<file path="src/sv/wcs_dly.sv">
`default_nettype none
module wcs_dly #(
  parameter int W = 8,
  parameter int D = 2
) (
  input  wire logic         clk,
  input  wire logic [W-1:0] d,
  output logic      [W-1:0] q
);

  logic [W-1:0] sr [D];

  always_ff @(posedge clk) begin
    sr[0] <= d;
    for (int i = 1; i < D; i++) begin
      sr[i] <= sr[i-1];
    end
  end

  assign q = sr[D-1];

endmodule
`default_nettype wire

</file>
<file path="config.mk">
export PLATFORM = sky130hd
export DESIGN_NAME = wcs_dly
export DESIGN_NICKNAME = d
export VERILOG_FILES = /design/src/sv/wcs_dly.sv
export SDC_FILE = /design/constraint.sdc
export NUM_CORES = 1
export LEC_CHECK = 0
export ABC_CLOCK_PERIOD_IN_PS = 800
export BUFFER_PORTS_ARGS = -buffer_cell sky130_fd_sc_hd__buf_2
export CAP_MARGIN = 20
export CORE_AREA = 2 2 39 41
export CTS_BUF_LIST = sky130_fd_sc_hd__clkbuf_4 sky130_fd_sc_hd__clkbuf_8
export CTS_CLUSTER_SIZE = 14
export DETAILED_ROUTE_END_ITERATION = 8
export DIE_AREA = 0 0 41 43
export HOLD_SLACK_MARGIN = 0.1
export SLEW_MARGIN = 20
export SYNTH_ARGS = -nofsm -noshare
export SYNTH_HDL_FRONTEND = slang
export SYNTH_SLANG_ARGS = --single-unit
</file>
<file path="constraint.sdc">
create_clock -name clk -period 0.8 [get_ports clk]
set_input_delay 0.12 -clock clk [delete_from_list [all_inputs] [get_ports clk]]
set_output_delay 0.12 -clock clk [all_outputs]
set_load 0.01 [all_outputs]
</file>
==> flow_metrics.env <==
export IMPL_status="finished, violations left"
export IMPL_violations="negative setup slack"
export IMPL_crit_chain="buf_6"
export IMPL_grt_total_usage_pct=6.29
export IMPL_post_cts_repair_setup_buffers=0
export IMPL_nMultiInputCombCells=0
export IMPL_synth_seq_cells=16
export IMPL_synth_cell_types=2
export IMPL_seq_area_um2=323
export IMPL_p_per_area_nw_per_um2=2570
export IMPL_hold_path_depth=0
export IMPL_wl_um=430
export IMPL_worstPathArrival_ps=700
export IMPL_skew_ps=0.446
export IMPL_via_per_inst=3.12
export IMPL_holdPathEnd="sr[0][13]"
export IMPL_startpoint_type="flip-flop"
export IMPL_die_area_um2=1760
export IMPL_ios=17
export IMPL_top_register="sr"
export IMPL_portBuffers=16
export IMPL_syn_area_um2=380
export IMPL_post_route_period_util_pct=102
export IMPL_async_reset_ff_share_pct=0
export IMPL_multiInputGateArea_um2=0
export IMPL_overflow=0
export IMPL_wl_per_cell_um=7.17
export IMPL_ant_nets=0
export IMPL_synth_edf_count=0
export IMPL_die_h_um=43
export IMPL_cts_buffers=3
export IMPL_nets=54
export IMPL_critPathRequiredTime_ps=680
export IMPL_setup_viol=8
export IMPL_cp_max_fo=1
export IMPL_drc=0
export IMPL_dr_pass1_iters=2
export IMPL_syn_area_per_cell_um2=15.8
export IMPL_slowest_stage="dfxtp_2"
export IMPL_synthMuxAreaShare_pct=0
export IMPL_max_freq_mhz=1230
export IMPL_finalWeightedCongestion=0.576
export IMPL_fill_cells=138
export IMPL_hold_violations=0
export IMPL_maxSlewViolCount=0
export IMPL_worst_slack_ps=-16.0
export IMPL_rsz0062_at_grt="true"
export IMPL_synth_compound_area_share_pct=0
export IMPL_min_period_ps=816
export IMPL_placementRows=14
export IMPL_synth_adder_area_share_pct=0
export IMPL_maxCapViolCount=0
export IMPL_clock_sinks=16
export IMPL_yosysWarnings=0
export IMPL_peakVddDrop_uv=790
export IMPL_start_util_pct=27.5
export IMPL_rr_startpoint="sr[0][2]"
export IMPL_reg2regPathDepth=0
export IMPL_yosys_top_cells_count="dfxtp_1 (16), buf_4 (8)"
export IMPL_cts_htree_levels=1
export IMPL_hold_class="reg2reg"
export IMPL_max_clock_path_buffers=2
export IMPL_worst_pin_slew_ps=81.7
export IMPL_finalSetupTns_ps=-95.1
export IMPL_vias=187
export IMPL_drive_gt1_share_pct=50.0
export IMPL_syn_to_final_growth_pct=45.1
export IMPL_synth_top_area_cell="dfxtp_1"
export IMPL_core_um2=1380
export IMPL_grt_pass1_wl_um=600
export IMPL_clk_pin_slew_ps=80
export IMPL_antenna_found_initial=0
export IMPL_hold_start="sr[0][5]"
export IMPL_crit_family="flip-flops"
export IMPL_ys_seq_area_share_pct=84.2
export IMPL_cp_num_buf_inv=1
export IMPL_rr_endpoint="sr[0][10]"
export IMPL_yosys_area_share_simple_pct=0
export IMPL_die_w_um=41
export IMPL_grt_max_degree=10
export IMPL_largest_reg_flops=16
export IMPL_critPathCaptureType="output pin"
export IMPL_synth_ff_type="dfxtp_1"
export IMPL_cts_tree="done"
export IMPL_drt_iter0_markers=2
export IMPL_synth_top_family_by_area="buffers and inverters"
export IMPL_reg2reg_setup_slack_ps=400
export IMPL_worst_skew_pair_late_latency_ps=270
export IMPL_place_area_um2=420
export IMPL_critPathKind="reg2out"
export IMPL_critPathMaxStageDelay_ps=320
export IMPL_synth_area_leaders="dfxtp_1 (84%), buf_4 (16%)"
export IMPL_final_cell_area_um2=552
export IMPL_syn_nets=33
export IMPL_maxSlewHeadroom_pct=94.6
export IMPL_syn_inst=24
export IMPL_largest_registers="sr: 16 flops"
export IMPL_antenna_cells=0
export IMPL_grt_pass1_vias=156
export IMPL_yosysMostFrequentCell="dfxtp_1"
export IMPL_yosys_area_share_xor_xnor_pct=0
export IMPL_synth_top_cell_area_share_pct=84.2
export IMPL_power_leakage_uw=0.000257
export IMPL_cts_root_buf="clkbuf_4"
## final cells by class
type                  count  share of cell area (%)
Timing Repair Buffer     24                    31.3
Clock buffer              4                    6.58
Tap cell                 16                    3.63
Sequential cell          16                    58.5
## what timing repair did
item	CTS	global route
hold endpoints to repair	8	0
hold buffers	8	0
gates resized for setup	0	4
cloned	0	0
endpoints found under the setup margin	8	8
## routing by layer
layer | global-route usage, % | vias to the layer above | part of all wire [%]
met3 | 3.14 | 2 | 8.8
met1 | 5.32 | 72 | 39
met4 | 10.0 | 0 | 4.0
met2 | 7.81 | 10 | 48
li1 | - | 103 | -
met5 | 0 | - | 0
## metrics by stage
step | util (%) | hold slack, ps | worst slack, ps | cells | total power, uW
floorplan | - | 148 | 279 | 24 | 905
global placement | 30.4 | 222 | 281 | 48 | 913
detailed placement | 30.4 | 224 | 274 | 48 | 915
CTS | 38.8 | 332 | -30.4 | 60 | 1430
global route | 39.9 | 330 | -79.7 | 60 | 1490
finish | 39.9 | 329 | -16.0 | 60 | 1420
## where the power goes
part           total [uW]  internal [uW]  switching (uW)  leakage [uW]
combinational        84.5           58.4            26.1      0.000101
clock                 487            276             211     0.0000210
sequential            848            839            8.24      0.000135
## cells by family (layout without fill, tap and decap cells)
kind of cell	count (synthesis)	count (layout)
buf+inv	8	28
flops	16	16
## placed cells by master, fill, tap and decap left out
cell            n
buf_2          14
buf_6           2
clkbuf_4        3
clkbuf_8        1
dfxtp_1        14
dfxtp_2         2
dlygate4sd3_1   8
## worst max-delay path by stage
stage                         start  endpoint  slack [ps]  cells after the start
after global routing       sr[0][9]      q[1]         -80                      1
final                      sr[0][8]      q[0]         -20                      1
after floorplan            sr[0][8]      q[0]         280                      1
after CTS                 sr[0][10]      q[2]         -30                      1
after detailed placement  sr[0][10]      q[2]         270                      1
after global placement    sr[0][10]      q[2]         280                      1
Note: power is estimated with default switching activity, not from simulation.
