<file path="src/sv/wcs_div.sv">
`default_nettype none
module wcs_div #(
  parameter int N = 32,
  parameter int M = 16
) (
  input  wire logic         clk,
  input  wire logic [N-1:0] dividend,
  input  wire logic [M-1:0] divisor,
  output logic      [N-1:0] quotient,
  output logic      [M-1:0] remainder
);

  // One quotient bit per stage, restoring division, N stages deep.
  logic [N-1:0] nd [N];
  logic [N-1:0] q  [N];
  logic [M-1:0] r  [N];
  logic [M-1:0] dv [N];

  for (genvar k = 0; k < N; k++) begin : g_stage
    logic [N-1:0] nd_in;
    logic [N-1:0] q_in;
    logic [M-1:0] r_in;
    logic [M-1:0] dv_in;
    logic [M:0]   trial;
    logic [M:0]   diff;
    logic         take;

    if (k == 0) begin : g_first
      assign nd_in = dividend;
      assign q_in  = '0;
      assign r_in  = '0;
      assign dv_in = divisor;
    end else begin : g_next
      assign nd_in = nd[k-1];
      assign q_in  = q[k-1];
      assign r_in  = r[k-1];
      assign dv_in = dv[k-1];
    end

    assign trial = {r_in, nd_in[N-1]};
    assign take  = trial >= {1'b0, dv_in};
    assign diff  = trial - {1'b0, dv_in};

    always_ff @(posedge clk) begin
      nd[k] <= nd_in << 1;
      q[k]  <= {q_in[N-2:0], take};
      r[k]  <= take ? diff[M-1:0] : trial[M-1:0];
      dv[k] <= dv_in;
    end
  end

  assign quotient  = q[N-1];
  assign remainder = r[N-1];

endmodule
`default_nettype wire

</file>
<file path="config.mk">
export PLATFORM = sky130hd
export DESIGN_NAME = wcs_div
export DESIGN_NICKNAME = d
export VERILOG_FILES = /design/src/sv/wcs_div.sv
export SDC_FILE = /design/constraint.sdc
export NUM_CORES = 2
export LEC_CHECK = 0
export CAP_MARGIN = 30
export CORE_AREA = 3 3 415 417
export DETAILED_ROUTE_END_ITERATION = 8
export DIE_AREA = 0 0 418 420
export DONT_BUFFER_PORTS = 1
export GPL_ROUTABILITY_DRIVEN = 1
export SLEW_MARGIN = 30
export SYNTH_ARGS = -nofsm -noshare
export SYNTH_HDL_FRONTEND = slang
export SYNTH_SLANG_ARGS = --single-unit
</file>
<file path="constraint.sdc">
create_clock -name clk -period 3.5 [get_ports clk]
set_input_delay 0.35 -clock clk [delete_from_list [all_inputs] [get_ports clk]]
set_output_delay 0.35 -clock clk [all_outputs]
set_load 0.005 [all_outputs]
</file>
==> summary.md <==
| Metric | Value |
|---|---|
| Outcome | complete, no violations |
| RePlAce Congestion | 0.868 |
| Die width | 418 um |
| Hold slack | 0.0845 ns |
| Clk sinks | 2032 |
| Startpoint Class | flop |
| Max-cap violations | 0 |
| CP delay by family, top | compound AO/OA/AOI/OAI gates |
| Setup TNS | 0 ns |
| Post-Syn Nets | 6904 |
| Max frequency | 0.309 GHz |
| Warnings, synthesis | 0 |
| GRT overflow | 0 |
| Crit Path Class | reg2reg |
| First-pass GRT wire length | 211000 um |
| Critical Path AT | 3.93 ns |
| Clock tree buffer depth | 3 |
| GRT Util Overall | 14.5% |
| Crit path max fanout | 17 |
| Power per Cell Area | 922 nW/um^2 |
| Slew headroom | 53.3% |
| Top-area cell type share of the netlist area | 57.5% |
| Die Footprint | 176000 um^2 |
| Placed cell areas | 73500 um^2 |
| WP buf/inv | 2 |
| Yosys cell types | 89 |
| Largest stage delay, worst path | 0.44 ns |
| HP Class | in2reg |
| Die H | 420 um |
| Max H-tree Level | 4 |
| Worst setup EP type | flop |
| Maximum vdd ir drop | 0.000488 V |
| Final worst path period share | 92.4% |
| Final Hold Viols | 0 |
| Clk slew on worst S/H paths | 0.06 ns |
| Syn_area_per_cell | 11.2 um^2 |
| Fin area | 81500 um^2 |
| PostCTS Resize Cnt | 0 |
| Area contributors post-synth | dfxtp_1 58%, ha_1 8.8%, mux2_2 4.7% |
| Slew Limit Fails | 0 |
| CTS Buf Count | 206 |
| Worst-Margin Slew | 0.692 ns |
| DR DRC count | 0 |
| Seq/Total Area, Yosys | 57.5% |
| DR iter-0 viols | 2302 |
| Syn Std Cell Area | 70700 um^2 |
| Worst reg2reg path startpoint | dv[0][17] |
| #FFs+latches synth | 2032 |
| Top FF cell, synth | dfxtp_1 |
| Initial antenna violation count | 0 |
| Ys async rst share | 0% |
| Worst setup path start | dv[0][17] |
| Cell with the most instances after synthesis | dfxtp_1 |
| Clk_skew | 0.0546 ns |
| Layout cell share with drive strength beyond 1 | 11.3% |
| Layout Utilization | 48.2% |
| WL per Instance | 14.4 um |
| Top cells by count, synth | 2032 x dfxtp_1, 640 x inv_1, 498 x ha_1 |
| Final wirelength | 129000 um |
| Number of I/O port buffers | 0 |
| Via density | 4.81 |
| Post-synth EDFFs | 0 |
| Vias in the first global route | 42500 |
| HPWL reported at the end of detailed placement | 94200 um |
| Largest net degree at the start of global routing | 31 |
| CP cell instances | inv_1 -> ha_1 -> nor2b_1 -> o31a_1 -> o31ai_1 -> a21boi_1 -> o31ai_1 -> a41oi_1 -> nor3_4 -> buf_12 -> mux2_2 |
| Worst Slack Setup Final | 0.265 ns |
| Post-Synthesis Cells | 6326 |
| Synth area leader | dfxtp_1 |
| Total setup buffers inserted after CTS | 0 |
| Setup violators final | 0 |
| Vias | 43200 |
| Layout fillers | 15200 |
| CORE AREA | 169000 um^2 |
| Num rows | 151 |
| RSZ-0062 raised after global routing | no |
| Clock latency on the worst-skew pair | 0.83 ns |
| Synth-to-Final Area Change | 15.3% |
| Initial core utilization | 41.8% |
| Post-layout min period | 3.23 ns |
| Most used cell, CP | o31ai_1 |
| Worst path slowest cell | o31ai_1 |
| Nets | 7152 |
| Io pins | 97 |
| CTS tree | yes |
| Hold Crit Start | dividend[4] |
| WP data required | 4.20 ns |
| DR pass1 iterations | 5 |
| ANT nets after route | 0 |
| Leakage | 36.4 nW |
| Setup Slack @ Placement | 0.319 ns |
| Root Driver | clkbuf_16 |
final timing paths:
path	to	slack (ns)	depth (start not counted)
max	r[0][38]	0.27	11
min reg2reg	q[7][39]	0.28	0
max reg2reg	r[0][38]	0.27	11
min	nd[0][4]	0.08	1
routing by layer:
metal | routed length (um) | GRT usage, %
met5 | 0 | 0
met4 | 4230 | 5.58
met3 | 5710 | 3.11
met2 | 61300 | 24.9
met1 | 57600 | 17.9
sequential cells by signal (all words and copies together), names as in the netlist:
| register | count |
|---|---|
| r | 512 |
| q | 528 |
| dv | 496 |
| nd | 496 |
worst reg2reg max path: cells and delay by family, from the launching register on:
family	cells	cell delay, ns
adders and majority gates	1	0.29
and+or+nand+nor	2	0.34
AOI/OAI and AO/OA	5	1.53
DFF	1	0.36
buffers and inverters	2	0.25
muxes	1	0.35
cell usage in the layout (no fill, tap or decap), types with 27 or more instances in the layout:
cell / count
a211oi_1: 32
a21boi_0: 29
a21o_1: 94
a21oi_1: 341
a31oi_1: 38
and3_1: 28
buf_4: 35
clkbuf_1: 37
clkbuf_16: 207
clkbuf_8: 29
clkinv_2: 47
dfxtp_1: 2032
dlygate4sd3_1: 69
fa_1: 31
ha_1: 498
inv_1: 640
mux2_2: 294
mux2i_1: 56
nand2_1: 226
nand2b_1: 57
nand3_1: 57
nand4_1: 76
nor2_1: 365
nor2b_1: 96
nor3_1: 107
o21a_1: 115
o21ai_0: 290
o31a_1: 53
o31ai_1: 27
or3_1: 37
xnor2_1: 215
xor2_1: 114
stage by stage:
step / power, mW / instances
floorplan: 47.7 / 6326
global placement: 52.4 / 8515
detailed placement: 52.8 / 8515
CTS: 76.1 / 8970
global route: 80.2 / 8970
finish: 75.1 / 8971
kinds of logic (layout without fill, tap and decap cells):
kind of cell,Yosys count,count (layout),share of synthesized area (%)
flip-flops,2032,2032,57.5
AO/OA/AOI/OAI,1210,1210,11.1
AND/OR/NAND/NOR,1150,1150,7.94
buffers and inverters,709,1135,3.88
adder cells (fa/ha/maj),529,529,9.69
multiplexers,367,367,5.82
XOR/XNOR,329,329,4.08
other,0,1,0
repair_timing:
| action | in CTS | in global routing |
|---|---|---|
| hold endpoints to repair | 64 | 0 |
| setup endpoints to repair | 0 | 0 |
| hold buffers | 69 | 0 |
area by class of cell:
cell class	instances	area [um^2]	share of cell area, %
timing repair buffer	109	1050	1.29
inverter	640	2400	2.95
clock inverter	113	1590	1.95
multi-input combinational	3585	27300	33.5
sequential	2032	40700	49.9
clock buffer	273	5720	7.01
tap	2218	2780	3.40
antenna	1	2.50	0.00307
power breakdown:
group | internal, mW | switching [mW]
logic | 11.0 | 11.6
clock network | 13.5 | 9.17
registers | 27.7 | 2.13
total | 52.2 | 22.9
Power figures use the tool's default switching activity.
